`src/hdl/qmj_pkg.sv`:
```
// Shared types and constants for the quintic minimum-jerk interpolator.
// No dependencies; every other file of the block imports this package.
package qmj_pkg;

  localparam int QMJ_QDEPTH = 4;
  localparam logic [15:0] QMJ_DUR_RESET = 16'd1000;

  // Divider geometry: a 46-bit dividend covers elapsed << 30.
  localparam int NUM_W     = 46;
  localparam int DEN_W     = 32;
  localparam int DIV_BITS  = 2;
  localparam int DIV_ITERS = NUM_W / DIV_BITS;
  localparam int DIV_CNT_W = $clog2(DIV_ITERS + 1);

  typedef enum logic [1:0] {
    KIND_NODUR,
    KIND_START,
    KIND_END,
    KIND_MOVE
  } kind_t;

  typedef struct packed {
    kind_t              kind;
    logic signed [15:0] start;
    logic signed [15:0] target;
    logic        [15:0] elapsed;
    logic        [15:0] mag;
    logic               dneg;
  } item_t;

  typedef struct packed {
    logic [15:0] angle;
    logic [23:0] velocity;
    logic [31:0] acceleration;
    logic        finished;
    logic        valid_res;
    logic        saturated;
  } res_t;

  typedef struct packed {
    logic             go;
    logic [NUM_W-1:0] num;
    logic [DEN_W-1:0] den;
  } div_req_t;

  typedef struct packed {
    logic             done;
    logic [NUM_W-1:0] quot;
  } div_rsp_t;

  typedef enum logic [3:0] {
    B_IDLE,
    B_DIVU,
    B_UU,
    B_U3,
    B_POS,
    B_S,
    B_SS,
    B_SL,
    B_OFF,
    B_PV,
    B_Q,
    B_D2,
    B_DIVV,
    B_DIVA,
    B_OUT
  } back_state_t;

endpackage

```
`src/hdl/qmj_div.sv`:
```
// Iterative restoring divider, two quotient bits per cycle.
// Depends on qmj_pkg for widths and the request/response structs.
module qmj_div import qmj_pkg::*; (
  input  logic     clk,
  input  logic     rst_n,
  input  div_req_t req,
  output div_rsp_t rsp
);

  logic                 busy_r, done_r;
  logic [DIV_CNT_W-1:0] cnt_r;
  logic [DEN_W-1:0]     rem_r, den_r, rem_nxt;
  logic [NUM_W-1:0]     num_r, num_nxt;

  always_comb begin
    logic [DEN_W-1:0] r;
    logic [NUM_W-1:0] n;
    logic [DEN_W:0]   t;
    r = rem_r;
    n = num_r;
    t = '0;
    for (int i = 0; i < DIV_BITS; i++) begin
      t = {r, n[NUM_W-1]};
      n = {n[NUM_W-2:0], 1'b0};
      if (t >= {1'b0, den_r}) begin
        t    = t - {1'b0, den_r};
        n[0] = 1'b1;
      end
      r = t[DEN_W-1:0];
    end
    rem_nxt = r;
    num_nxt = n;
  end

  assign rsp.done = done_r;
  assign rsp.quot = num_r;

  always_ff @(posedge clk) begin
    if (!rst_n) begin
      busy_r <= 1'b0;
      done_r <= 1'b0;
      cnt_r  <= '0;
    end else begin
      done_r <= 1'b0;
      if (req.go) begin
        busy_r <= 1'b1;
        cnt_r  <= DIV_CNT_W'(DIV_ITERS);
      end else if (busy_r) begin
        cnt_r <= cnt_r - 1'b1;
        if (cnt_r == DIV_CNT_W'(1)) begin
          busy_r <= 1'b0;
          done_r <= 1'b1;
        end
      end
    end
  end

  always_ff @(posedge clk) begin
    if (req.go) begin
      num_r <= req.num;
      den_r <= req.den;
      rem_r <= '0;
    end else if (busy_r) begin
      num_r <= num_nxt;
      rem_r <= rem_nxt;
    end
  end

endmodule

```
`config.mk`:
```
export PLATFORM = sky130hd
export DESIGN_NAME = qmj_div
export DESIGN_NICKNAME = d
export VERILOG_FILES = /design/src/hdl/qmj_pkg.sv /design/src/hdl/qmj_div.sv
export SDC_FILE = /design/constraint.sdc
export NUM_CORES = 1
export LEC_CHECK = 0
export BUFFER_PORTS_ARGS = -buffer_cell sky130_fd_sc_hd__buf_2
export CAP_MARGIN = 40
export CORE_MARGIN = 5
export CORE_UTILIZATION = 53
export CTS_CLUSTER_SIZE = 25
export DETAILED_ROUTE_END_ITERATION = 16
export GPL_TIMING_DRIVEN = 1
export PLACE_DENSITY = 0.78
export SYNTH_ARGS = -nofsm -noshare
export SYNTH_HDL_FRONTEND = slang
export SYNTH_SLANG_ARGS = --single-unit
```
`constraint.sdc`:
```
create_clock -name clk -period 5.9 [get_ports clk]
set_clock_uncertainty 0.05 [all_clocks]
set_input_delay 0 -clock clk [delete_from_list [all_inputs] [get_ports clk]]
set_output_delay 0 -clock clk [all_outputs]
set_load 0.005 [all_outputs]
```
==> reports/summary.txt <==
TritonCTS Sinks: 117
Area Growth Syn to Fin: 28.6%
Synth Area in Compound Gates: 19.2%
Final Cycle Share: 93.7%
Antenna Cells: 0
synthesized net count: 1017
dominant cell type by area after synthesis: edfxtp_1
FF+latch count, synth: 117
HPWL after DPL: 16500 um
Peak VDD IR: 0.246 mV
final routed DRC violation total: 0
gr usage total: 28.7%
H-tree depth: 4
most common cell after layout, fill and taps aside: buf_2
fmax: 0.181 GHz
Vias: 7783
Worst Hold Class: in -> reg
first-pass GRT wire length: 40900 um
die area: 18200 um^2
top-level I/O count: 128
DR pass1 iterations: 5
most frequent cells in the layout: buf_2, dlygate4sd3_1, edfxtp_1, nand2_1, ha_1
YS warnings: 0
TritonCTS Buffers: 17
async set-reset flop share out of synthesis: 0%
remaining global-route overflow: 0
Power per Cell Area: 454 nW/um^2
Longest Clk Path Bufs: 2
largest family of logic cells by synthesized area: compound AO/OA/AOI/OAI gates
kind of critical path: reg -> reg
die span in y: 135 um
synthesized area: 8250 um^2
Startpoint Class: flop
crit path max fanout: 42
cells after synthesis: 868
Post-synth EDFFs: 78
setup_tns: 0 ns
mux share of post-synthesis cell area: 8.51%
Synth Area in Simple Gates: 13.8%
fin cells: 1312
top_reg_cell synth: edfxtp_1
Via density: 5.93
Placer Congestion: 0.993
post-synthesis sequential area ratio: 37.9%
post-DR wirelength/cell: 19.6 um
# setup viols final: 0
DRT iter0 DRCs: 668
Slew HR: 43.7%
worst-skew pair later-pin latency: 0.44 ns
Max Cap Viol: 0
CTS tree: done
Core Region: 15300 um^2
Root Buffer: clkbuf_16
status: finished, final reports clean
clk slew on worst S/H paths: 0.08 ns
Synth cell types: 72
Fin. Hold Viols: 0
Final Max Slew Viols: 0
Required @ worst endpoint: 6.16 ns
Final ANT Viol Nets: 0
Area after DPL: 9240 um^2
NumNets Final: 1237
vias in the first global route: 7849
count of input and output buffers: 127
Worst Setup End Kind: flop
final worst slack: 0.375 ns
post-synthesis adder-cell area fraction: 10.5%
post-synth top area share: 28.4%
XOR/XNOR share of the synthesized area: 5.95%
Starting Density: 54.1%
Placed Instances: 1200
Mapped Avg Cell Area: 9.50 um^2
Die X: 135 um
layout cells sized above 1: 23.7%
Rows: 45
top post-synthesis cells by area: edfxtp_1, ha_1, dfxtp_1
largest net degree at the start of global routing: 63
Final Critical Period: 5.53 ns
initial antenna violation count: 0
Worst-Margin Slew: 0.845 ns
fin area: 10600 um^2
CP Data Arrival Time: 5.79 ns
LEAKAGE: 4.58 nW
pre-CTS WS: 0.252 ns
Routed WL: 25700 um
[per-stage QoR]
stage | util [%] | hold WS, ns | total power [W]
finish | 69.5 | 0.0347 | 0.00481
global route | 69.5 | 0.0402 | 0.00512
CTS | 69.3 | 0.0453 | 0.00470
detailed placement | 60.6 | 0.128 | 0.00366
global placement | 60.4 | 0.126 | 0.00363
floorplan | - | 0.0489 | 0.00300
[power by group]
part / internal (W) / switching, W / total, W
Sequential: 0.00101 / 0.0000928 / 0.00110
Combinational: 0.00118 / 0.00154 / 0.00272
Clock: 0.000547 / 0.000450 / 0.000997
[area by class of cell]
cell class,count,area [um^2]
Sequential cell,117,3120
Fill cell,1110,4650
Tap cell,211,264
Timing Repair Buffer,238,1690
Multi-Input combinational cell,666,4810
Clock buffer,17,425
Inverter,48,180
Clock inverter,15,120
[routing by layer]
metal | share of wire, % | track usage [%]
met3 | 7.4 | 6.59
met1 | 41 | 35.3
met2 | 48 | 48.5
met4 | 3.5 | 11.8
met5 | 0 | 0
[Yosys cell counts (4+ instances only)]
cell / count
mux2i_1: 15
clkbuf_1: 26
a211oi_1: 25
o21bai_1: 6
buf_2: 5
nand2_1: 72
nor2_1: 65
nand2b_1: 8
nor3_1: 17
o22ai_1: 4
o311ai_0: 4
o211ai_1: 9
edfxtp_1: 78
o31ai_1: 6
nand4_1: 8
or3_1: 6
dfxtp_1: 39
ha_1: 66
mux2_2: 49
or2_2: 5
a21o_1: 21
a21oi_1: 48
nand3_1: 25
o21a_1: 6
and3_1: 6
a31oi_1: 9
nor2b_1: 7
xor2_1: 21
nor4_1: 6
o21ai_0: 60
a311oi_1: 5
xnor2_1: 35
inv_1: 48
[path summary, 6_finish.rpt]
check / from / to / depth (start not counted) / slack (ns)
worst max-delay path: den_r[14] / rem_r[25] / 25 / 0.37
worst min-delay path: req[78] / den_r[31] / 1 / 0.03
worst max register to register: den_r[14] / rem_r[25] / 25 / 0.37
worst min register to register: rem_r[4] / rem_r[4] / 2 / 0.45
[sequential cells by signal, summed over array words and instances (netlist names)]
signal / count
busy_r: 1
cnt_r: 5
den_r: 32
done_r: 1
num_r: 46
rem_r: 32
[cell families (layout without fill, tap and decap cells)]
family                   count (synthesis)  after routing
multiplexers                            64             64
adder cells (fa/ha/maj)                 68             68
AO/OA/AOI/OAI                          238            238
AND/OR/NAND/NOR                        240            240
buffers and inverters                   85            318
flip-flops                             117            117
XOR/XNOR                                56             56
[timing repair]
action	CTS	global route
buffers inserted	0	1
resized for setup	0	7
hold buffers	79	0
endpoints found under the setup margin	0	32
endpoints found under the hold margin	85	0
[worst max-delay path, cell delays in order, from the launching register on]
cell and delay (ns):
edfxtp_1 0.37, inv_1 0.09, ha_1 0.29, a211oi_2 0.30
o21ai_2 0.13, or4_1 0.54, o22ai_2 0.14, o21ai_2 0.12
a21oi_4 0.19, buf_12 0.21, nand2_1 0.08, o21ai_0 0.12
ha_1 0.34, a21o_1 0.21, a31oi_1 0.25, a21oi_1 0.11
nor3_1 0.23, buf_4 0.16, o31ai_2 0.08, a21oi_2 0.24
a31oi_1 0.15, buf_4 0.17, nor2_1 0.13, buf_4 0.26
nand2_1 0.10, a311oi_1 0.32
Note: power is estimated with default switching activity, not from simulation.
