<file path="src/hdl/qmj_pkg.sv">
// Shared types and constants for the quintic minimum-jerk interpolator.
// No dependencies; every other file of the block imports this package.
package qmj_pkg;

  localparam int QMJ_QDEPTH = 4;
  localparam logic [15:0] QMJ_DUR_RESET = 16'd1000;

  // Divider geometry: a 46-bit dividend covers elapsed << 30.
  localparam int NUM_W     = 46;
  localparam int DEN_W     = 32;
  localparam int DIV_BITS  = 2;
  localparam int DIV_ITERS = NUM_W / DIV_BITS;
  localparam int DIV_CNT_W = $clog2(DIV_ITERS + 1);

  typedef enum logic [1:0] {
    KIND_NODUR,
    KIND_START,
    KIND_END,
    KIND_MOVE
  } kind_t;

  typedef struct packed {
    kind_t              kind;
    logic signed [15:0] start;
    logic signed [15:0] target;
    logic        [15:0] elapsed;
    logic        [15:0] mag;
    logic               dneg;
  } item_t;

  typedef struct packed {
    logic [15:0] angle;
    logic [23:0] velocity;
    logic [31:0] acceleration;
    logic        finished;
    logic        valid_res;
    logic        saturated;
  } res_t;

  typedef struct packed {
    logic             go;
    logic [NUM_W-1:0] num;
    logic [DEN_W-1:0] den;
  } div_req_t;

  typedef struct packed {
    logic             done;
    logic [NUM_W-1:0] quot;
  } div_rsp_t;

  typedef enum logic [3:0] {
    B_IDLE,
    B_DIVU,
    B_UU,
    B_U3,
    B_POS,
    B_S,
    B_SS,
    B_SL,
    B_OFF,
    B_PV,
    B_Q,
    B_D2,
    B_DIVV,
    B_DIVA,
    B_OUT
  } back_state_t;

endpackage

</file>
<file path="src/hdl/qmj_front.sv">
// Front end: takes requests from the input channel and classifies them.
// Depends on qmj_pkg for the item and kind types.
module qmj_front import qmj_pkg::*; (
  input  logic               push,
  input  logic               q_full,
  input  logic signed [15:0] in_start_angle,
  input  logic signed [15:0] in_target_angle,
  input  logic        [15:0] in_elapsed_ms,
  input  logic        [15:0] dur,
  output logic               q_wr,
  output item_t              q_item
);

  logic signed [16:0] delta;

  always_comb begin
    delta = 17'(in_target_angle) - 17'(in_start_angle);
    q_wr  = push && !q_full;
    q_item.start   = in_start_angle;
    q_item.target  = in_target_angle;
    q_item.elapsed = in_elapsed_ms;
    q_item.dneg    = delta[16];
    q_item.mag     = delta[16] ? 16'(-delta) : delta[15:0];
    if (dur == 16'd0) begin
      q_item.kind = KIND_NODUR;
    end else if (in_elapsed_ms == 16'd0) begin
      q_item.kind = KIND_START;
    end else if (in_elapsed_ms >= dur) begin
      q_item.kind = KIND_END;
    end else begin
      q_item.kind = KIND_MOVE;
    end
  end

endmodule

</file>
<file path="config.mk">
export PLATFORM = sky130hd
export DESIGN_NAME = qmj_front
export DESIGN_NICKNAME = d
export VERILOG_FILES = /design/src/hdl/qmj_pkg.sv /design/src/hdl/qmj_front.sv
export SDC_FILE = /design/constraint.sdc
export NUM_CORES = 1
export LEC_CHECK = 0
export ABC_AREA = 1
export ABC_CLOCK_PERIOD_IN_PS = 2200
export CAP_MARGIN = 5
export CORE_MARGIN = 3
export CORE_UTILIZATION = 57
export DETAILED_ROUTE_END_ITERATION = 6
export DONT_BUFFER_PORTS = 1
export PLACE_DENSITY = 0.84
export SETUP_SLACK_MARGIN = 0.5
export SLEW_MARGIN = 40
export SYNTH_ARGS = -nofsm -noshare
export SYNTH_HDL_FRONTEND = slang
export SYNTH_SLANG_ARGS = --single-unit
</file>
<file path="constraint.sdc">
create_clock -name vclk -period 2.2
set_clock_uncertainty 0.1 [all_clocks]
set_input_delay 0.22 -clock vclk [all_inputs]
set_output_delay 0.22 -clock vclk [all_outputs]
set_load 0.01 [all_outputs]
</file>
==> results of run 1 <==
==> per-layer routing <==
layer | wire length [microns] | vias to the layer above | GRT usage, %
met3 | 263 | 8 | 0.139
met4 | 61 | 0 | 2.92
met1 | 2270 | 1152 | 23.3
li1 | - | 1348 | -
met5 | 0 | - | 0
met2 | 3250 | 100 | 46.9
==> layout make-up <==
class	count	area (sq um)
tap	50	62.6
timing repair inverter	1	6.26
fill	358	1360
inverter	98	383
multi-input combinational	308	2040
timing repair buffer	35	267
==> what timing repair did <==
item,CTS,global route
gates cloned,2,0
buffers inserted,5,2
hold buffers,0,0
gates resized for setup,19,34
pin swaps,7,8
endpoints found under the setup margin,17,17
==> layout by cell type (no fill, tap or decap), types with 4 or more instances in the layout <==
cell type,instances
a21oi_2,7
nand4_1,10
nand3_1,29
nand2_1,116
buf_4,34
nor2_1,20
nor4_1,8
inv_2,8
inv_1,88
nor2_4,9
a21oi_1,12
nor2_2,4
o21ai_0,5
nand3_2,6
nand2_2,19
ha_1,28
==> power by group <==
part           total, mW  internal (mW)  switching (mW)
clock                  0              0               0
sequential             0              0               0
combinational      0.980          0.397           0.583
==> cells by family after synthesis <==
group	after synthesis	synth area share, %
AOI/OAI and AO/OA	30	6.60
buffers and inverters	147	30.3
adders and majority gates	34	17.4
xor gates and xnor gates	8	3.12
and+or+nand+nor	235	42.5
==> metrics by stage <==
stage               setup TNS, ps  power [mW]  util, %
floorplan                       0       0.703        -
global placement             -237       0.795     59.5
detailed placement           -734       0.817     59.5
CTS                          -686       0.900     63.1
global route                -2890        1.10     67.0
finish                       -913       0.980     67.0
==> worst max-delay path by stage <==
stage | endpoint | start | slack (ps) | cells after the start
floorplan | q_item[15] | in_target_angle[0] | 10 | 14
global placement | q_item[15] | in_target_angle[0] | -60 | 14
detailed placement | q_item[15] | in_target_angle[0] | -110 | 14
CTS | q_item[14] | in_target_angle[0] | -90 | 14
global route | q_item[15] | in_target_angle[0] | -250 | 14
finish | q_item[15] | in_target_angle[0] | -120 | 14
==> results.py, run 1 <==
metrics = {
    "worst_setup_path": {
        "path_cells": "inv_8 > ha_4 > fa_2 > ha_4 > inv_2 > nor2_4 > nand3_2 > nor2_4 > nand2_2 > nor2_4 > nand3_2 > nand2_1 > nand2_1 > nand2_2",
        "arrival_ps": 2000,
        "cpMaxStageDelayCell": "fa_2",
        "cp.required_ps": 1880,
        "cp_num_buf_inv": 2,
        "critPathTopFamily": "adder cells",
        "cpMostUsedCell": "nor2_4",
        "endpoint_kind": "output port",
        "critPathMaxStageDelay_ps": 570,
        "cp_max_fo": 4,
        "path_class": "in2out",
        "start_kind": "input port",
    },
    "final_layout": {
        "layout-drive-gt1-share_pct": 25.3,
        "clock_buffers": 0,
        "final-seq-area_sq_um": 0,
        "seq_cells": 0,
        "layoutNonFillerInstCount": 492,
        "design_area_sq_um": 2760,
        "antenna_cells": 0,
        "nets": 544,
        "syn_to_final_growth_pct": 11.0,
    },
    "run": {
        "cap_viol_max_count": 0,
    },
    "hold_path": {
        "hold_path_class": "in2out",
        "min-delay-start": "in_elapsed_ms[4]",
        "holdPathStages": 0,
        "worstHoldEndpoint": "q_item[21]",
    },
    "die": {
        "fp.dieH_microns": 72.0,
        "dieArea_sq_um": 5190,
        "core-area_sq_um": 4120,
        "start_util_pct": 60.4,
        "io_pins": 134,
        "rows": 23,
        "die_w_microns": 72.0,
    },
    "synthesis": {
        "synthTopCellsByCount": "127 x nand2_1, 94 x inv_1, 48 x buf_4",
        "yosysSeqAreaShare_pct": 0,
        "avgSynthCellArea_sq_um": 5.47,
        "postSynthCellCount": 454,
        "yosysTopAreaCell": "nand2_1",
        "netlist.area_leader.share_pct": 19.2,
        "synth.distinct_cells": 32,
        "netlist_area_sq_um": 2480,
        "ys_top_cells_by_area": "nand2_1 19%, ha_1 17%, buf_4 15%",
        "syn_nets": 554,
        "synth.most_common_cell": "nand2_1",
        "yosysWarnings": 0,
    },
    "grt": {
        "grtUsageTotal_pct": 21.7,
        "grt-ovfl-total": 0,
        "grt_antenna_before_repair": 0,
        "grt_pass1_vias": 2528,
        "grt_pass1_wl_microns": 9630,
        "grt_max_degree": 8,
    },
    "timing": {
        "tightest_slew_ps": 363,
        "hold_viol_final": 0,
        "whs_ps": 340,
        "setup_violations": 15,
        "rsz0062_at_grt": "yes",
        "period_share_pct": 105,
        "maxSlewViolCount": 0,
        "max_freq_mhz": 432,
        "setup_slack_ps": -115,
        "min_period_ps": 2320,
        "relSlewSlack_pct": 75.6,
    },
    "pwr": {
        "leakage_nw": 1.61,
        "power_density_nw_per_um2": 355,
        "ir_drop_uv": 168,
    },
    "place": {
        "dp_hpwl_microns": 4830,
        "place_ws_ps": -111,
        "portBuffers": 0,
        "globalplace.congestion": 0.885,
        "place_area_sq_um": 2450,
        "dpl.cell_count": 483,
    },
    "routing": {
        "finalWirelength_microns": 5850,
        "wl_per_cell_microns": 11.9,
        "drc": 0,
        "viasPerCell": 5.30,
        "antenna_left": 0,
        "dr.pass1.iters": 4,
        "drt_iter0_drc": 85,
        "routed-via-count": 2608,
    },
    "status": {
        "status": "finished, violations left",
        "violations": "setup timing",
    },
}
No activity file was read; power rests on OpenSTA's default activity.
==> inputs of run 2 (changes only) <==
--- a/config.mk
+++ b/config.mk
@@ -9,10 +9,10 @@
 export ABC_CLOCK_PERIOD_IN_PS = 2200
 export CAP_MARGIN = 5
 export CORE_MARGIN = 3
-export CORE_UTILIZATION = 57
+export CORE_UTILIZATION = 30
 export DETAILED_ROUTE_END_ITERATION = 6
 export DONT_BUFFER_PORTS = 1
-export PLACE_DENSITY = 0.84
+export PLACE_DENSITY = 0.54
 export SETUP_SLACK_MARGIN = 0.5
 export SLEW_MARGIN = 40
 export SYNTH_ARGS = -nofsm -noshare
==> run 2 against run 1 <==
Net effect: the run still ends with setup timing left; final area rose by 12%; combinational power increased by 11%; hold slack stayed put; largest cell class unchanged; critical path depth unchanged; power grew 12%; routed wire length grew 9.8%; highest routed layer unchanged; cell count up 14%.
==> results.py, run 2 (synthesized netlist as in run 1, its figures left out) <==
metrics = {
    "worst_setup_path": {
        "cp_max_fo": 4,
        "arrival_ps": 1980,
        "path_class": "in2out",
        "cp_num_buf_inv": 2,
        "cpMostUsedCell": "nand2_2",
        "start_kind": "input port",
        "cp.required_ps": 1880,
        "critPathTopFamily": "simple AND/OR/NAND/NOR gates",
        "path_cells": "inv_8 > ha_4 > fa_2 > nand2_2 > a21oi_2 > nand3_2 > nor2_4 > nand3_4 > nor2_4 > nand2_2 > nand2_2 > nand3_1 > nand2_1 > inv_2",
        "critPathMaxStageDelay_ps": 570,
        "endpoint_kind": "output port",
        "cpMaxStageDelayCell": "fa_2",
    },
    "routing": {
        "dr.pass1.iters": 4,
        "wl_per_cell_microns": 11.5,
        "drc": 0,
        "drt_iter0_drc": 53,
        "antenna_left": 0,
        "finalWirelength_microns": 6430,
        "routed-via-count": 2602,
        "viasPerCell": 4.64,
    },
    "die": {
        "die_w_microns": 97.0,
        "rows": 32,
        "core-area_sq_um": 7890,
        "start_util_pct": 31.5,
        "fp.dieH_microns": 97.0,
        "io_pins": 134,
        "dieArea_sq_um": 9410,
    },
    "final_layout": {
        "antenna_cells": 0,
        "final-seq-area_sq_um": 0,
        "seq_cells": 0,
        "clock_buffers": 0,
        "final_cell_mix": "111 x nand2_1, 86 x inv_1, 44 x buf_4, 29 x nand3_1",
        "syn_to_final_growth_pct": 24.1,
        "nets": 561,
        "final_common_cell": "nand2_1",
        "layout-drive-gt1-share_pct": 30.5,
        "fillers": 856,
    },
    "timing": {
        "rsz0062_at_grt": "yes",
        "hold_viol_final": 0,
        "tightest_slew_ps": 342,
        "max_freq_mhz": 434,
        "setup_violations": 14,
        "relSlewSlack_pct": 77.0,
        "min_period_ps": 2300,
        "maxSlewViolCount": 0,
        "setup_slack_ps": -103,
        "period_share_pct": 105,
    },
    "clock_network": {
        "postCtsHoldBufs": 0,
    },
    "status": {
        "status": "finished, violations left",
        "violations": "setup timing",
    },
    "hold_path": {
        "hold_path_class": "in2out",
    },
    "place": {
        "portBuffers": 0,
        "place_ws_ps": -120,
        "dp_hpwl_microns": 5500,
        "globalplace.congestion": 0.870,
    },
    "grt": {
        "grt-ovfl-total": 0,
        "met2_usage_pct": 24.3,
        "grt_pass1_vias": 2449,
        "met1_usage_pct": 14.5,
        "grt_antenna_before_repair": 0,
        "grt_max_degree": 10,
        "grt_pass1_wl_microns": 10100,
        "grtUsageTotal_pct": 12.2,
        "grt_use_met3_pct": 0.937,
        "grt.busiest_layer": "met2",
    },
    "run": {
        "cap_viol_max_count": 0,
    },
    "pwr": {
        "power.total_mw": 1.09,
        "leakage_nw": 1.71,
        "ir_drop_uv": 107,
        "power_density_nw_per_um2": 355,
    },
}
run 2: path summary, 6_finish.rpt:
check                         startpoint    endpoint  slack (ps)  cells after the start
worst max-delay path  in_target_angle[0]  q_item[12]        -100                     14
worst min-delay path    in_elapsed_ms[8]  q_item[25]         340                      0
run 2: what timing repair did:
action	in CTS	in global routing
pin swaps	5	12
endpoints found under the setup margin	17	17
buffers inserted	8	4
gates cloned	1	1
gates resized for setup	17	57
run 2: routing by layer:
metal  routed length [microns]  up-vias
li1                          -     1382
met4                        65        0
met5                         0        -
met3                       350        6
met2                      3360       83
met1                      2650     1131
run 2: metrics by stage:
stage                     TNS (ps)  hold WS, ps  instance area [sq um]  utilization, %  cells
after detailed placement      -944          340                   2610            33.0    547
final                         -908          340                   3080            39.1    561
after floorplan                  0          388                   2560               -    454
after global routing         -2940          340                   3080            39.1    561
after global placement        -778          340                   2610            33.0    547
after CTS                    -1160          340                   2750            34.9    556
run 2: report_power, final:
group          switching, mW  internal (mW)
Combinational          0.603          0.491
Sequential                 0              0
Clock                      0              0
Total                  0.603          0.491
run 2: final cells by class:
class | count | area [sq um] | share of cell area [%]
Timing Repair inverter | 1 | 8.76 | 0.284
Tap cell | 102 | 128 | 4.14
Inverter | 98 | 390 | 12.7
Timing Repair Buffer | 52 | 429 | 13.9
Multi-Input combinational cell | 308 | 2130 | 69.0
