===== config.mk =====
export PLATFORM = sky130hd
export DESIGN_NAME = qmj_fifo
export DESIGN_NICKNAME = d
export VERILOG_FILES = /design/src/hdl/qmj_pkg.sv /design/src/hdl/qmj_fifo.sv
export SDC_FILE = /design/constraint.sdc
export NUM_CORES = 1
export LEC_CHECK = 0
export BUFFER_PORTS_ARGS = -buffer_cell sky130_fd_sc_hd__clkbuf_2
export CAP_MARGIN = 20
export CORE_ASPECT_RATIO = 1.75
export CORE_UTILIZATION = 40
export CTS_CLUSTER_SIZE = 12
export DETAILED_ROUTE_END_ITERATION = 6
export HOLD_SLACK_MARGIN = 0.1
export PLACE_DENSITY = 0.66
export SLEW_MARGIN = 20
export SYNTH_ARGS = -nofsm -noshare
export SYNTH_HDL_FRONTEND = slang
export SYNTH_SLANG_ARGS = --single-unit

===== constraint.sdc =====
create_clock -name clk -period 3.7 [get_ports clk]
set_input_delay 0.185 -clock clk [delete_from_list [all_inputs] [get_ports clk]]
set_output_delay 0.185 -clock clk [all_outputs]
set_load 0.05 [all_outputs]

===== src/hdl/qmj_pkg.sv =====
// Shared types and constants for the quintic minimum-jerk interpolator.
// No dependencies; every other file of the block imports this package.
package qmj_pkg;

  localparam int QMJ_QDEPTH = 4;
  localparam logic [15:0] QMJ_DUR_RESET = 16'd1000;

  // Divider geometry: a 46-bit dividend covers elapsed << 30.
  localparam int NUM_W     = 46;
  localparam int DEN_W     = 32;
  localparam int DIV_BITS  = 2;
  localparam int DIV_ITERS = NUM_W / DIV_BITS;
  localparam int DIV_CNT_W = $clog2(DIV_ITERS + 1);

  typedef enum logic [1:0] {
    KIND_NODUR,
    KIND_START,
    KIND_END,
    KIND_MOVE
  } kind_t;

  typedef struct packed {
    kind_t              kind;
    logic signed [15:0] start;
    logic signed [15:0] target;
    logic        [15:0] elapsed;
    logic        [15:0] mag;
    logic               dneg;
  } item_t;

  typedef struct packed {
    logic [15:0] angle;
    logic [23:0] velocity;
    logic [31:0] acceleration;
    logic        finished;
    logic        valid_res;
    logic        saturated;
  } res_t;

  typedef struct packed {
    logic             go;
    logic [NUM_W-1:0] num;
    logic [DEN_W-1:0] den;
  } div_req_t;

  typedef struct packed {
    logic             done;
    logic [NUM_W-1:0] quot;
  } div_rsp_t;

  typedef enum logic [3:0] {
    B_IDLE,
    B_DIVU,
    B_UU,
    B_U3,
    B_POS,
    B_S,
    B_SS,
    B_SL,
    B_OFF,
    B_PV,
    B_Q,
    B_D2,
    B_DIVV,
    B_DIVA,
    B_OUT
  } back_state_t;

endpackage


===== src/hdl/qmj_fifo.sv =====
// Short request queue between the front end and the back end.
// Depends on qmj_pkg for the item type.
module qmj_fifo import qmj_pkg::*; #(
  parameter int DEPTH = QMJ_QDEPTH
) (
  input  logic  clk,
  input  logic  rst_n,
  input  logic  wr_en,
  input  item_t wr_data,
  input  logic  rd_en,
  output item_t rd_data,
  output logic  full,
  output logic  empty
);

  localparam int PTR_W = $clog2(DEPTH);
  localparam int CNT_W = $clog2(DEPTH + 1);

  item_t            mem_r [DEPTH];
  logic [PTR_W-1:0] wr_ptr_r, rd_ptr_r;
  logic [CNT_W-1:0] cnt_r;
  logic             do_wr, do_rd;

  assign full    = (cnt_r == CNT_W'(DEPTH));
  assign empty   = (cnt_r == '0);
  assign do_wr   = wr_en && !full;
  assign do_rd   = rd_en && !empty;
  assign rd_data = mem_r[rd_ptr_r];

  always_ff @(posedge clk) begin
    if (!rst_n) begin
      wr_ptr_r <= '0;
      rd_ptr_r <= '0;
      cnt_r    <= '0;
    end else begin
      if (do_wr) begin
        wr_ptr_r <= (wr_ptr_r == PTR_W'(DEPTH - 1)) ? '0 : wr_ptr_r + 1'b1;
      end
      if (do_rd) begin
        rd_ptr_r <= (rd_ptr_r == PTR_W'(DEPTH - 1)) ? '0 : rd_ptr_r + 1'b1;
      end
      if (do_wr && !do_rd) begin
        cnt_r <= cnt_r + 1'b1;
      end else if (do_rd && !do_wr) begin
        cnt_r <= cnt_r - 1'b1;
      end
    end
  end

  always_ff @(posedge clk) begin
    if (do_wr) begin
      mem_r[wr_ptr_r] <= wr_data;
    end
  end

endmodule


==> results of run 1 <==
## through the flow
stage               setup slack (ps)  power, mW  area (µm²)  hold WS (ps)  cells
CTS                             1030       9.28       12600           122    945
global placement                1410       6.82       11200           400    837
finish                          1120       9.16       12600           145    947
global route                     961       9.50       12600           147    947
detailed placement              1220       6.88       11200           407    837
floorplan                        387       6.29       10200           284    401
## how the worst min path moves through the flow
stage              endpoint  slack [ps]  cells past startpoint
2_1_floorplan   mem_r[0][0]         280                      0
3_3_place_gp   mem_r[3][10]         400                      1
3_5_place_dp   mem_r[1][13]         410                      1
4_1_cts         wr_ptr_r[1]         120                      3
5_1_grt         wr_ptr_r[1]         150                      3
6_report        wr_ptr_r[1]         140                      3
## metal layers
metal,up-vias,track usage,routed length [µm]
li1,2132,-,-
met1,2453,0.168,6800
met2,128,0.260,10200
met3,32,0.0240,889
met4,0,0.0639,499
met5,-,0,0
## critical path, cell delays in order, from the launching register on
cell and delay, ps:
dfxtp_4 600, buf_4 410, mux4_2 560, clkbuf_2 280
## power by group through the flow
stage	Clock [mW]	Sequential, mW	Combinational [mW]
after floorplan	0	3.96	2.33
final	2.33	4.02	2.81
after detailed placement	0	4.10	2.79
after global placement	0	4.06	2.76
after global routing	2.49	4.06	2.94
after CTS	2.40	4.03	2.85
## placed cells by master, fill, tap and decap left out
| master | netlist | routed |
|---|---|---|
| clkbuf_1 | 2 | 10 |
| clkbuf_16 | 0 | 27 |
| inv_6 | 0 | 1 |
| mux2i_1 | 3 | 3 |
| edfxtp_1 | 268 | 268 |
| dfxtp_1 | 9 | 7 |
| and2_4 | 0 | 4 |
| clkinv_1 | 0 | 1 |
| nand3_1 | 2 | 2 |
| diode_2 | 0 | 2 |
| dfxtp_4 | 0 | 2 |
| ha_1 | 6 | 6 |
| nor3_1 | 1 | 1 |
| o31ai_1 | 1 | 1 |
| o21ai_0 | 3 | 3 |
| or3_1 | 1 | 1 |
| buf_12 | 4 | 1 |
| xnor2_1 | 1 | 1 |
| nor2b_1 | 2 | 2 |
| dlygate4sd3_1 | 0 | 69 |
| nor2_1 | 2 | 2 |
| nand2_1 | 6 | 6 |
| buf_4 | 3 | 1 |
| and2_1 | 5 | 1 |
| fa_1 | 1 | 1 |
| inv_1 | 3 | 3 |
| a21boi_0 | 1 | 1 |
| xor2_1 | 1 | 1 |
| clkbuf_2 | 0 | 139 |
| mux4_2 | 67 | 67 |
| nor3b_1 | 1 | 1 |
## layout make-up
class / instances / area share
Multi-Input combinational cell: 104 / 0.143
Clock inverter: 2 / 0.000995
Sequential cell: 277 / 0.655
Timing Repair Buffer: 210 / 0.112
Clock buffer: 37 / 0.0567
Antenna cell: 2 / 0.000398
Tap cell: 312 / 0.0310
Inverter: 3 / 0.000895
## logic make-up after synthesis
family,share of synthesized area
XOR/XNOR,0.00172
AND/OR/NAND/NOR,0.0101
flip-flops,0.809
buffers and inverters,0.0161
adder cells (fa/ha/maj),0.00934
multiplexers,0.151
AO/OA/AOI/OAI,0.00295
## registers in the layout, indices dropped and copies added, names as in the netlist, named ones only
signal and cells:
wr_ptr_r 2, rd_ptr_r 2, cnt_r 3, mem_r 268
==> impl_metrics.py, run 1 <==
metrics = {
    "placed_design": {
        "place.gp.congestion": 0.696,
        "io_buffer_count": 139,
        "hpwl_um": 11000,
    },
    "critical_path": {
        "critPathCaptureType": "primary output",
        "r2r-end": "cnt_r[2]",
        "path_class": "reg -> out",
        "crit_path_start_kind": "flop",
        "worstPathMaxFanout": 19,
        "r2r-start": "cnt_r[0]",
        "cp.arrival_ps": 2390,
        "endpoint": "rd_data[5]",
        "reg2reg_depth": 8,
        "rrSetupSlack_ps": 1200,
        "critPathRequiredTime_ps": 3510,
    },
    "layout": {
        "drive_gt1_frac": 0.382,
        "utilization": 0.507,
        "fill_cells": 1949,
        "multi_input_area_um2": 1790,
        "area_growth_pct": 23.6,
        "regArea_um2": 8240,
        "num-nets-final": 701,
    },
    "synth": {
        "synthCells": 401,
        "synth-edff-count": 268,
        "ys_warn_count": 0,
        "avgSynthCellArea_um2": 25.4,
        "synth_seq_cells": 277,
        "synth_top_area_frac": 0.791,
        "synth_most_common_cell": "edfxtp_1",
        "synth_ff_type": "edfxtp_1",
        "synthTopCellsByArea": "edfxtp_1 (79%), mux4_2 (15%), dfxtp_1 (1.8%)",
        "synth_area_leader_cell": "edfxtp_1",
        "netlist_top_cells_count": "edfxtp_1 (268), mux4_2 (67), dfxtp_1 (9), ha_1 (6), nand2_1 (6)",
        "async_flop_share": 0,
        "syn_area_um2": 10200,
        "syn_nets": 479,
        "synth_cell_types": 26,
        "ys_seq_area_frac": 0.809,
    },
    "power": {
        "p_per_area_nw_per_um2": 728,
        "seq_power_share": 0.439,
        "pwr-share-comb": 0.307,
        "p_sw_mw": 3.12,
        "p_sw_frac": 0.341,
        "total_leakage_power_nw": 4.25,
        "p_clk_frac": 0.255,
        "ir_worst_vdd_mv": 0.387,
        "internal_power_mw": 6.04,
    },
    "grt": {
        "grt_max_degree": 68,
        "antenna_found_initial": 2,
        "grt_util_all_layers": 0.145,
        "grt_overflow_total": 0,
        "grt_pass1_wl_um": 27800,
        "grt_pass1_vias": 5119,
    },
    "floorplan": {
        "dieArea_um2": 26100,
        "coreArea_um2": 24800,
        "start_util": 0.410,
        "rows": 76,
        "io_pins": 140,
        "die_h_um": 213,
        "fp.dieW_um": 123,
    },
    "cts": {
        "clk_pin_slew_worst_paths_ps": 60,
        "cts_buffers": 27,
        "post_cts_buffers": 0,
        "cts_max_level": 1,
        "cts_hold_buf": 69,
        "cts_tree": "built",
        "clk_latency_ps": 520,
        "clock-root-buffer": "clkbuf_16",
        "cts-resized-gates": 0,
        "clock_sinks": 277,
        "cts_buffer_depth": 3,
    },
    "timing": {
        "max_freq_mhz": 388,
        "skew_ps": 10.1,
        "fin_crit_sh": 0.696,
        "setup_tns_ps": 0,
        "setup_viol": 0,
        "report.final.slew_viol_count": 0,
        "finalCriticalPeriod_ps": 2580,
        "hold_violations": 0,
        "slew_headroom": 0.305,
        "tightest_slew_ps": 1040,
        "rsz0062_at_grt": "false",
    },
    "min_path": {
        "hold_path_class": "in -> reg",
        "hp-start": "wr_en",
    },
    "run_status": {
        "status": "complete, no violations",
    },
    "flow_run": {
        "drv_cap": 0,
    },
    "drt": {
        "first_iter_violations": 307,
        "vias_per_cell": 5.01,
        "via_count": 4745,
        "ant_nets": 0,
        "wl_per_cell_um": 19.4,
        "first_pass_iters": 4,
        "drt_wl_total_um": 18400,
        "drcViolationCount": 0,
    },
}
Power figures use the tool's default switching activity.
==> run 2: changes to the inputs <==
- clock period: 3.7 -> 2.5 ns (I/O delays scaled with it)
==> run 2 against run 1 <==
Compared with the run above:
- register-to-register slack worse by 840 ps
- die area stayed put
- via count is 2.6% higher
- routed wire length is 6.6% higher
- combinational power is 57% higher
- clock skew hardly changed
- clock power is 52% higher
- global-route usage is 1.2 points higher
- final area is 1.9% higher
- setup slack worse by 840 ps
- total power is 50% higher
- final cell count is 1.5% higher
- critical path type unchanged
- largest cell class unchanged
- highest routed layer is now met5
==> impl_metrics.py, run 2 (synthesis results as in run 1) <==
metrics = {
    "grt": {
        "grt_overflow_total": 0,
        "grt_util_all_layers": 0.157,
        "antenna_found_initial": 4,
        "grt_pass1_vias": 5415,
        "grt_max_degree": 39,
        "grt_pass1_wl_um": 30000,
    },
    "timing": {
        "rsz0062_at_grt": "false",
        "max_freq_mhz": 452,
        "setup_tns_ps": 0,
        "fin_crit_sh": 0.885,
        "hold_violations": 0,
        "finalCriticalPeriod_ps": 2210,
        "skew_ps": 10.5,
        "tightest_slew_ps": 396,
        "report.final.slew_viol_count": 0,
        "setup_ws_ps": 286,
        "setup_viol": 0,
        "slew_headroom": 0.736,
    },
    "layout": {
        "largest_reg_flops": 268,
        "drive_gt1_frac": 0.394,
        "top_register": "mem_r",
        "num-nets-final": 713,
        "top_regs": "mem_r x268, cnt_r x3",
        "layout_common_cells": "edfxtp_1 (268), clkbuf_2 (139), dlygate4sd3_1 (69), mux4_2 (67), clkbuf_16 (27)",
        "area_growth_pct": 25.9,
        "final_cell_area_um2": 12800,
        "final_common_cell": "edfxtp_1",
    },
    "drt": {
        "ant_nets": 0,
        "wl_per_cell_um": 20.4,
        "vias_per_cell": 5.06,
        "first_pass_iters": 4,
        "drcViolationCount": 0,
        "drt_wl_total_um": 19600,
        "first_iter_violations": 247,
        "via_count": 4866,
    },
    "critical_path": {
        "path_class": "reg -> out",
        "crit_path_start_kind": "flop",
        "worstPathMaxFanout": 38,
        "critPathCaptureType": "primary output",
        "critPathRequiredTime_ps": 2380,
        "rrSetupSlack_ps": 360,
        "cp.arrival_ps": 2090,
    },
    "floorplan": {
        "rows": 76,
        "coreArea_um2": 24800,
        "fp.dieW_um": 123,
        "dieArea_um2": 26100,
        "die_h_um": 213,
        "start_util": 0.410,
        "io_pins": 140,
    },
    "placed_design": {
        "hpwl_um": 12300,
        "io_buffer_count": 139,
        "dpl_cell_area_um2": 11400,
        "pre_cts_ws_ps": 316,
        "place.gp.congestion": 0.713,
    },
    "min_path": {
        "hold_path_class": "in -> reg",
    },
    "cts": {
        "cts_buffers": 27,
        "clock-root-buffer": "clkbuf_16",
        "clock_sinks": 277,
        "cts_max_level": 1,
        "cts_buffer_depth": 3,
        "cts_tree": "built",
        "clk_pin_slew_worst_paths_ps": 60,
        "post_cts_buffers": 0,
        "clk_latency_ps": 530,
    },
    "power": {
        "internal_power_mw": 9.05,
        "p_sw_frac": 0.342,
        "p_clk_frac": 0.257,
        "total_leakage_power_nw": 4.36,
        "seq_power_share": 0.423,
        "ir_worst_vdd_mv": 0.694,
        "pwr-share-comb": 0.320,
        "p_per_area_nw_per_um2": 1070,
        "p_sw_mw": 4.71,
    },
    "run_status": {
        "status": "complete, no violations",
    },
    "flow_run": {
        "drv_cap": 0,
    },
}
==> run 2: area by class of cell <==
type	instances	area, µm²
fill	1927	12000
timing repair buffer	222	1630
clock inverter	3	11.3
antenna	2	5.00
multi-input combinational	104	1800
inverter	3	11.3
sequential	277	8240
clock buffer	38	727
tap	312	390
==> run 2: what timing repair did <==
item / 4_1_cts / 5_1_grt
gates resized for setup: 0 / 0
endpoints found under the hold margin: 277 / 0
hold buffers: 69 / 0
==> run 2: routing by layer <==
metal,global-route usage,share of wire,vias to the layer above
met4,0.0593,0.024,4
met1,0.170,0.35,2538
met3,0.0259,0.044,38
met5,0,0.0012,-
met2,0.298,0.58,116
li1,-,-,2170
==> run 2: stage by stage <==
step,total power [mW],std cells,util,hold WS (ps)
finish,13.8,961,0.516,135
global route,14.3,961,0.516,137
CTS,14.0,959,0.516,119
detailed placement,10.3,849,0.458,349
global placement,10.2,849,0.458,339
floorplan,9.30,401,-,224
==> run 2: worst max-delay path, stage by stage (launching register included) <==
cell and delay [ps]:
dfxtp_4 370, buf_12 290, mux4_2 590, clkbuf_2 260
==> run 2: final timing paths <==
| check | startpoint | cells past startpoint | end |
|---|---|---|---|
| setup / recovery | flop | 3 | rd_data[32] |
| hold / removal | wr_en | 4 | wr_ptr_r[1] |
| setup reg to reg | cnt_r[0] | 8 | cnt_r[2] |
| hold reg to reg | wr_ptr_r[1] | 2 | wr_ptr_r[1] |
==> run 2: power groups by stage <==
| stage | sequential, mW | combinational, mW | clock, mW |
|---|---|---|---|
| after detailed placement | 5.93 | 4.41 | 0 |
| after CTS | 5.83 | 4.51 | 3.63 |
| final | 5.82 | 4.40 | 3.54 |
| after global placement | 5.88 | 4.36 | 0 |
| after global routing | 5.87 | 4.66 | 3.79 |
| after floorplan | 5.85 | 3.45 | 0 |
