===== src/hdl/qmj_pkg.sv =====
// Shared types and constants for the quintic minimum-jerk interpolator.
// No dependencies; every other file of the block imports this package.
package qmj_pkg;

  localparam int QMJ_QDEPTH = 4;
  localparam logic [15:0] QMJ_DUR_RESET = 16'd1000;

  // Divider geometry: a 46-bit dividend covers elapsed << 30.
  localparam int NUM_W     = 46;
  localparam int DEN_W     = 32;
  localparam int DIV_BITS  = 2;
  localparam int DIV_ITERS = NUM_W / DIV_BITS;
  localparam int DIV_CNT_W = $clog2(DIV_ITERS + 1);

  typedef enum logic [1:0] {
    KIND_NODUR,
    KIND_START,
    KIND_END,
    KIND_MOVE
  } kind_t;

  typedef struct packed {
    kind_t              kind;
    logic signed [15:0] start;
    logic signed [15:0] target;
    logic        [15:0] elapsed;
    logic        [15:0] mag;
    logic               dneg;
  } item_t;

  typedef struct packed {
    logic [15:0] angle;
    logic [23:0] velocity;
    logic [31:0] acceleration;
    logic        finished;
    logic        valid_res;
    logic        saturated;
  } res_t;

  typedef struct packed {
    logic             go;
    logic [NUM_W-1:0] num;
    logic [DEN_W-1:0] den;
  } div_req_t;

  typedef struct packed {
    logic             done;
    logic [NUM_W-1:0] quot;
  } div_rsp_t;

  typedef enum logic [3:0] {
    B_IDLE,
    B_DIVU,
    B_UU,
    B_U3,
    B_POS,
    B_S,
    B_SS,
    B_SL,
    B_OFF,
    B_PV,
    B_Q,
    B_D2,
    B_DIVV,
    B_DIVA,
    B_OUT
  } back_state_t;

endpackage


===== src/hdl/qmj_back.sv =====
// Back end: evaluates the quintic profile with one shared multiplier and
// the shared divider, then saturates into the result register. Uses qmj_pkg.
module qmj_back import qmj_pkg::*; (
  input  logic        clk,
  input  logic        rst_n,
  input  logic [15:0] dur,
  input  item_t       q_data,
  input  logic        q_empty,
  output logic        q_pop,
  output div_req_t    div_req,
  input  div_rsp_t    div_rsp,
  input  logic        res_pop,
  output res_t        res,
  output logic        res_full
);

  localparam logic [30:0] ONE31 = 31'h4000_0000;

  back_state_t state_r, state_nxt;
  item_t       item_r;
  res_t        res_r, res_nxt;
  logic        full_r, res_wr, slot_free;

  logic [29:0] u_r, w_r, lin_r, u2_r, u3_r;
  logic        aneg_r;
  logic [33:0] inner_r, apoly_r;
  logic [30:0] pos_r, vpoly_r;
  logic [28:0] s_r;
  logic [16:0] off_r;
  logic [46:0] pv_r;
  logic [49:0] q_r;
  logic [26:0] vnum_r, vmag_r;
  logic [31:0] d2_r;
  logic [43:0] anum_r, amag_r;

  logic [33:0] mul_a;
  logic [30:0] mul_b;
  logic [64:0] prod;
  logic [30:0] tu, lin_c, w_c;
  logic [35:0] inner_c;
  logic [26:0] ss;
  logic [28:0] sl;
  logic [56:0] pvk;
  logic [63:0] qk;

  assign prod      = 65'(mul_a) * 65'(mul_b);
  assign slot_free = !full_r || res_pop;
  assign res       = res_r;
  assign res_full  = full_r;

  // Small arithmetic around the multiplier.
  always_comb begin
    tu      = {u_r, 1'b0};
    lin_c   = (tu > ONE31) ? tu - ONE31 : ONE31 - tu;
    w_c     = ONE31 - {1'b0, u_r};
    inner_c = 36'({u2_r, 2'b0}) + 36'({u2_r, 1'b0}) + (36'd10 << 30)
            - (36'({u_r, 4'b0}) - 36'(u_r));
    ss      = prod[56:30];
    sl      = prod[58:30];
    pvk     = 57'({pv_r, 10'b0}) - 57'({pv_r, 4'b0}) - 57'({pv_r, 3'b0});
    qk      = 64'({q_r, 14'b0}) - 64'({q_r, 10'b0}) + 64'({q_r, 8'b0})
            + 64'({q_r, 3'b0}) + 64'(q_r);
  end

  always_comb begin
    logic [18:0] asum;
    logic [23:0] vm;
    logic [31:0] am;
    logic        sat, an;
    asum = '0;
    vm   = '0;
    am   = '0;
    sat  = 1'b0;
    an   = 1'b0;
    state_nxt = state_r;
    q_pop     = 1'b0;
    res_wr    = 1'b0;
    res_nxt   = '0;
    div_req   = '0;
    mul_a     = '0;
    mul_b     = '0;
    case (state_r)
      B_IDLE: begin
        if (!q_empty) begin
          if (q_data.kind == KIND_MOVE) begin
            q_pop       = 1'b1;
            div_req.go  = 1'b1;
            div_req.num = {q_data.elapsed, 30'b0};
            div_req.den = DEN_W'(dur);
            state_nxt   = B_DIVU;
          end else if (slot_free) begin
            q_pop  = 1'b1;
            res_wr = 1'b1;
            case (q_data.kind)
              KIND_START: begin
                res_nxt.angle     = q_data.start;
                res_nxt.valid_res = 1'b1;
              end
              KIND_END: begin
                res_nxt.angle     = q_data.target;
                res_nxt.finished  = 1'b1;
                res_nxt.valid_res = 1'b1;
              end
              default: begin
                res_nxt = '0;
              end
            endcase
          end
        end
      end
      B_DIVU: begin
        if (div_rsp.done) begin
          state_nxt = B_UU;
        end
      end
      B_UU: begin
        mul_a = 34'(u_r);
        mul_b = 31'(u_r);
        state_nxt = B_U3;
      end
      B_U3: begin
        mul_a = 34'(u2_r);
        mul_b = 31'(u_r);
        state_nxt = B_POS;
      end
      B_POS: begin
        mul_a = inner_r;
        mul_b = 31'(u3_r);
        state_nxt = B_S;
      end
      B_S: begin
        mul_a = 34'(u_r);
        mul_b = 31'(w_r);
        state_nxt = B_SS;
      end
      B_SS: begin
        mul_a = 34'(s_r);
        mul_b = 31'(s_r);
        state_nxt = B_SL;
      end
      B_SL: begin
        mul_a = 34'(s_r);
        mul_b = 31'(lin_r);
        state_nxt = B_OFF;
      end
      B_OFF: begin
        mul_a = 34'(pos_r);
        mul_b = 31'(item_r.mag);
        state_nxt = B_PV;
      end
      B_PV: begin
        mul_a = 34'(vpoly_r);
        mul_b = 31'(item_r.mag);
        state_nxt = B_Q;
      end
      B_Q: begin
        mul_a = apoly_r;
        mul_b = 31'(item_r.mag);
        state_nxt = B_D2;
      end
      B_D2: begin
        mul_a       = 34'(dur);
        mul_b       = 31'(dur);
        div_req.go  = 1'b1;
        div_req.num = NUM_W'(vnum_r);
        div_req.den = DEN_W'(dur);
        state_nxt   = B_DIVV;
      end
      B_DIVV: begin
        if (div_rsp.done) begin
          div_req.go  = 1'b1;
          div_req.num = NUM_W'(anum_r);
          div_req.den = d2_r;
          state_nxt   = B_DIVA;
        end
      end
      B_DIVA: begin
        if (div_rsp.done) begin
          state_nxt = B_OUT;
        end
      end
      B_OUT: begin
        if (slot_free) begin
          res_wr = 1'b1;
          // Angle: start plus the signed offset, clamped to Q4.12.
          asum = 19'(item_r.start) + (item_r.dneg ? 19'(0) - 19'(off_r) : 19'(off_r));
          if ($signed(asum) > 19'sd32767) begin
            res_nxt.angle = 16'h7FFF;
            sat = 1'b1;
          end else if ($signed(asum) < -19'sd32768) begin
            res_nxt.angle = 16'h8000;
            sat = 1'b1;
          end else begin
            res_nxt.angle = asum[15:0];
          end
          // Velocity carries the sign of the angle change.
          if (item_r.dneg) begin
            if (vmag_r > 27'd8388608) begin
              vm  = 24'h80_0000;
              sat = 1'b1;
            end else begin
              vm = vmag_r[23:0];
            end
            res_nxt.velocity = 24'd0 - vm;
          end else begin
            if (vmag_r > 27'd8388607) begin
              vm  = 24'h7F_FFFF;
              sat = 1'b1;
            end else begin
              vm = vmag_r[23:0];
            end
            res_nxt.velocity = vm;
          end
          // Acceleration flips sign past the midpoint; zero stays positive.
          an = (item_r.dneg != aneg_r) && (amag_r != '0);
          if (an) begin
            if (amag_r > 44'h0_8000_0000) begin
              am  = 32'h8000_0000;
              sat = 1'b1;
            end else begin
              am = amag_r[31:0];
            end
            res_nxt.acceleration = 32'd0 - am;
          end else begin
            if (amag_r > 44'h0_7FFF_FFFF) begin
              am  = 32'h7FFF_FFFF;
              sat = 1'b1;
            end else begin
              am = amag_r[31:0];
            end
            res_nxt.acceleration = am;
          end
          res_nxt.finished  = 1'b0;
          res_nxt.valid_res = 1'b1;
          res_nxt.saturated = sat;
          state_nxt = B_IDLE;
        end
      end
      default: begin
        state_nxt = B_IDLE;
      end
    endcase
  end

  always_ff @(posedge clk) begin
    if (!rst_n) begin
      state_r <= B_IDLE;
      full_r  <= 1'b0;
    end else begin
      state_r <= state_nxt;
      if (res_wr) begin
        full_r <= 1'b1;
      end else if (res_pop) begin
        full_r <= 1'b0;
      end
    end
  end

  always_ff @(posedge clk) begin
    if (res_wr) begin
      res_r <= res_nxt;
    end
    if (state_r == B_IDLE && q_pop) begin
      item_r <= q_data;
    end
    case (state_r)
      B_DIVU: begin
        if (div_rsp.done) begin
          u_r <= div_rsp.quot[29:0];
        end
      end
      B_UU: begin
        u2_r   <= prod[59:30];
        w_r    <= w_c[29:0];
        lin_r  <= lin_c[29:0];
        aneg_r <= (tu > ONE31);
      end
      B_U3: begin
        u3_r    <= prod[59:30];
        inner_r <= inner_c[33:0];
      end
      B_POS: begin
        pos_r <= prod[60:30];
      end
      B_S: begin
        s_r <= prod[58:30];
      end
      B_SS: begin
        vpoly_r <= 31'({ss, 5'b0}) - 31'({ss, 1'b0});
      end
      B_SL: begin
        apoly_r <= 34'({sl, 6'b0}) - 34'({sl, 2'b0});
      end
      B_OFF: begin
        off_r <= prod[46:30];
      end
      B_PV: begin
        pv_r <= prod[46:0];
      end
      B_Q: begin
        q_r    <= prod[49:0];
        vnum_r <= pvk[56:30];
      end
      B_D2: begin
        d2_r   <= prod[31:0];
        anum_r <= qk[63:20];
      end
      B_DIVV: begin
        if (div_rsp.done) begin
          vmag_r <= div_rsp.quot[26:0];
        end
      end
      B_DIVA: begin
        if (div_rsp.done) begin
          amag_r <= div_rsp.quot[43:0];
        end
      end
      default: begin
      end
    endcase
  end

endmodule


===== config.mk =====
export PLATFORM = sky130hd
export DESIGN_NAME = qmj_back
export DESIGN_NICKNAME = d
export VERILOG_FILES = /design/src/hdl/qmj_pkg.sv /design/src/hdl/qmj_back.sv
export SDC_FILE = /design/constraint.sdc
export NUM_CORES = 2
export LEC_CHECK = 0
export BUFFER_PORTS_ARGS = -buffer_cell sky130_fd_sc_hd__buf_2
export CAP_MARGIN = 15
export CORE_ASPECT_RATIO = 1.75
export CORE_UTILIZATION = 60
export DETAILED_ROUTE_END_ITERATION = 7
export PLACE_DENSITY = 0.81
export SYNTH_ARGS = -nofsm -noshare
export SYNTH_HDL_FRONTEND = slang
export SYNTH_SLANG_ARGS = --single-unit

===== constraint.sdc =====
create_clock -name clk -period 43.4 [get_ports clk]
set_input_delay 0 -clock clk [delete_from_list [all_inputs] [get_ports clk]]
set_output_delay 0 -clock clk [all_outputs]
set_load 0.01 [all_outputs]

==> flow_summary.yaml <==
timing:
  clock_skew_ps: 68.32
  fin_tns_setup_ps: 0
  final_max_slew_viol_count: 0
  tightest_slew_ps: 1367
  hold_violations: 0
  whs_ps: 22.21
  rsz0062_at_grt: "no"
  finalCriticalPeriod_ps: 15530
  setup_viol: 0
  fin_ws_ps: 27870
  period_share_pct: 35.78
  slew_headroom_pct: 8.842
  max_freq_ghz: 0.06439
synth:
  syn_nets: 9162
  synth_fa_ha_area_share_pct: 37.70
  avgSynthCellArea_um2: 10.11
  synth_area_leaders: "fa_1, edfxtp_1, ha_1"
  synth-edff-count: 701
  synth_top_family_by_area: "adder cells"
  yosysWarnings: 0
  synth_top_cell_area_share_pct: 29.71
  synth-main-ff-cell: "edfxtp_1"
  netlist_area_um2: 75210
  synth_top_area_cell: "fa_1"
  async_flop_share_pct: 0
  synth_most_common_cell: "inv_1"
  yosys-top-cells-count: "inv_1, fa_1, nand2_1, edfxtp_1, nor2_1"
  synth-compound-area-share_pct: 9.927
  synthCells: 7436
  synth_xor_area_share_pct: 3.239
  ys_seq_elements: 706
  synth.area.mux_share_pct: 0.2628
  ys_seq_area_share_pct: 28.12
  synth_cell_types: 101
  yosys.area_share.simple_pct: 12.27
power_and_ir_drop:
  power_mw: 1.577
  p_per_area_nw_per_um2: 19.33
  p_leak_nw: 36.84
  ir_worst_vdd_mv: 0.03484
clock_network:
  cts-buffers-inserted: 55
  cts.htree.levels: 2
  path_clk_slew_ps: 80
  clockBufferDepth: 3
  cts_root_buf: "clkbuf_16"
  clk_latency_ps: 700
  cts_tree: "yes"
  clock-sinks: 706
placed_design:
  dpl_worst_slack_ps: 28310
  place_hpwl_um: 187300
  io_buffers: 287
  gp_congestion: 1.073
floorplanning:
  fp.dieW_um: 269.6
  dieHeight_um: 470.4
  die_area_um2: 126800
  ios: 290
  coreArea_um2: 124100
  rows: 171
  start_util_pct: 60.61
global_routing:
  antenna_found_initial: 14
  grt.overflow.total: 0
  grt_max_degree: 93
  grt_pass1_wl_um: 377200
  grt.total_usage_pct: 40.12
  grt_pass1_vias: 63014
route:
  post_drt_wl_per_cell_um: 26.65
  avgViaCountPerCell: 6.359
  drtAntennaViolNets: 0
  drc_errors: 1
  finalWirelength_um: 250300
  first_iter_violations: 6630
  via_count: 59725
  firstDrtPassIters: 8
critical_path:
  r2r-start: "state_r[0]"
  startpoint_type: "register"
  r2r_end: "apoly_r[30]"
  crit_path_max_incr_delay_ps: 850
  worst_ep_arrival_time_ps: 15970
  rrSetupSlack_ps: 27870
  path_max_fanout: 69
  crit_top_cell: "fa_1"
  end_kind: "register"
  r2r_cells: 40
  critPathSlowestCell: "buf_4"
  cp.required_ps: 43840
  path_class: "reg -> reg"
hold_path:
  hold-path-endpoint: "amag_r[34]"
  hp-start: "div_rsp[34]"
  hp-class: "in -> reg"
  min_path_cells: 2
finish:
  drive_gt1_share_pct: 8.034
  nNetsFinal: 9421
  syn_to_final_growth_pct: 8.509
run:
  maxCapViolations: 0
outcome:
  outcome: "complete, but fails checks"
  violations: "DRC"
power by group:
group          switching, mW  total [mW]  internal, mW
Combinational          0.164       0.254        0.0900
Sequential            0.0115       0.783         0.771
Clock                  0.265       0.540         0.276
Total                  0.441        1.58          1.14
repair_timing:
item	in CTS	in global routing
endpoints found under the setup margin	0	0
hold buffers	104	0
resized for setup	0	0
buffers inserted	0	0
endpoints found under the hold margin	155	0
metal layers:
layer  vias to the layer above  routed length (um)  GRT usage, %
met3                      1369               25370         8.188
met1                     29372               77910         43.43
li1                      24832                   -             -
met5                         -                  56             0
met4                         8               26840         33.55
met2                      4144              120100         67.58
flip-flops by register name, indices dropped and copies added (netlist names), 31 cells and up:
name,flops
q_r,50
pos_r,31
d2_r,32
res,75
pv_r,47
inner_r,34
amag_r,44
anum_r,44
apoly_r,32
item_r,33
cell families (layout without fill, tap and decap cells):
| kind of cell | count (synthesis) | in the layout |
|---|---|---|
| AND/OR/NAND/NOR | 2069 | 2069 |
| flip-flops | 706 | 706 |
| other | 0 | 7 |
| buffers and inverters | 1691 | 1997 |
| multiplexers | 19 | 19 |
| XOR/XNOR | 274 | 274 |
| adder cells (fa/ha/maj) | 1598 | 1598 |
| AO/OA/AOI/OAI | 1079 | 1079 |
final cells by class:
cell class | instances | area, um2
diodes | 7 | 17.52
clock buffers | 60 | 1395
clock inverters | 44 | 500.5
fillers | 9353 | 42480
inverters | 1353 | 5079
multi-input cells | 5039 | 47820
flip-flops and latches | 706 | 21150
well taps | 1643 | 2056
repair buffers | 540 | 3596
worst max-delay path, delay by kind of cell (launching register included):
family	cells	cell delay (ps)
adders and majority gates	10	5070
xor gates and xnor gates	1	670
DFF	1	810
and+or+nand+nor	8	2250
buffers and inverters	8	1740
AOI/OAI and AO/OA	13	4610
how the worst max path moves through the flow:
stage / from / to / cells past startpoint
2_1_floorplan: state_r[2] / apoly_r[30] / 46
3_3_place_gp: state_r[0] / apoly_r[30] / 40
3_5_place_dp: state_r[0] / apoly_r[30] / 40
4_1_cts: state_r[0] / apoly_r[30] / 40
5_1_grt: state_r[0] / apoly_r[30] / 41
6_report: state_r[0] / apoly_r[30] / 40
through the flow:
| step | area (um2) | instances | util, % |
|---|---|---|---|
| floorplan | 75210 | 7436 | - |
| global placement | 78660 | 9177 | 63.38 |
| detailed placement | 78660 | 9177 | 63.38 |
| CTS | 81590 | 9385 | 65.75 |
| global route | 81600 | 9387 | 65.76 |
| finish | 81610 | 9392 | 65.77 |
layout by cell type (no fill, tap or decap), types with 27 or more instances in the layout:
| cell | count |
|---|---|
| a22oi_1 | 96 |
| a22o_1 | 63 |
| a31oi_1 | 37 |
| dlygate4sd3_1 | 104 |
| clkbuf_16 | 55 |
| and4_1 | 35 |
| o21a_1 | 30 |
| inv_1 | 1350 |
| xor2_1 | 58 |
| or3_1 | 34 |
| buf_4 | 149 |
| nand2b_1 | 40 |
| nand3_1 | 74 |
| o21bai_1 | 30 |
| nor3_1 | 85 |
| a222oi_1 | 58 |
| nor2_1 | 606 |
| buf_2 | 287 |
| and3_1 | 40 |
| xnor2_1 | 212 |
| and2_1 | 65 |
| a21o_1 | 83 |
| ha_1 | 476 |
| nand2_1 | 867 |
| a21oi_1 | 267 |
| nand4_1 | 64 |
| nor2b_1 | 38 |
| edfxtp_1 | 701 |
| o21ai_0 | 170 |
| o31ai_1 | 27 |
| fa_1 | 1116 |
Note: power is estimated with default switching activity, not from simulation.
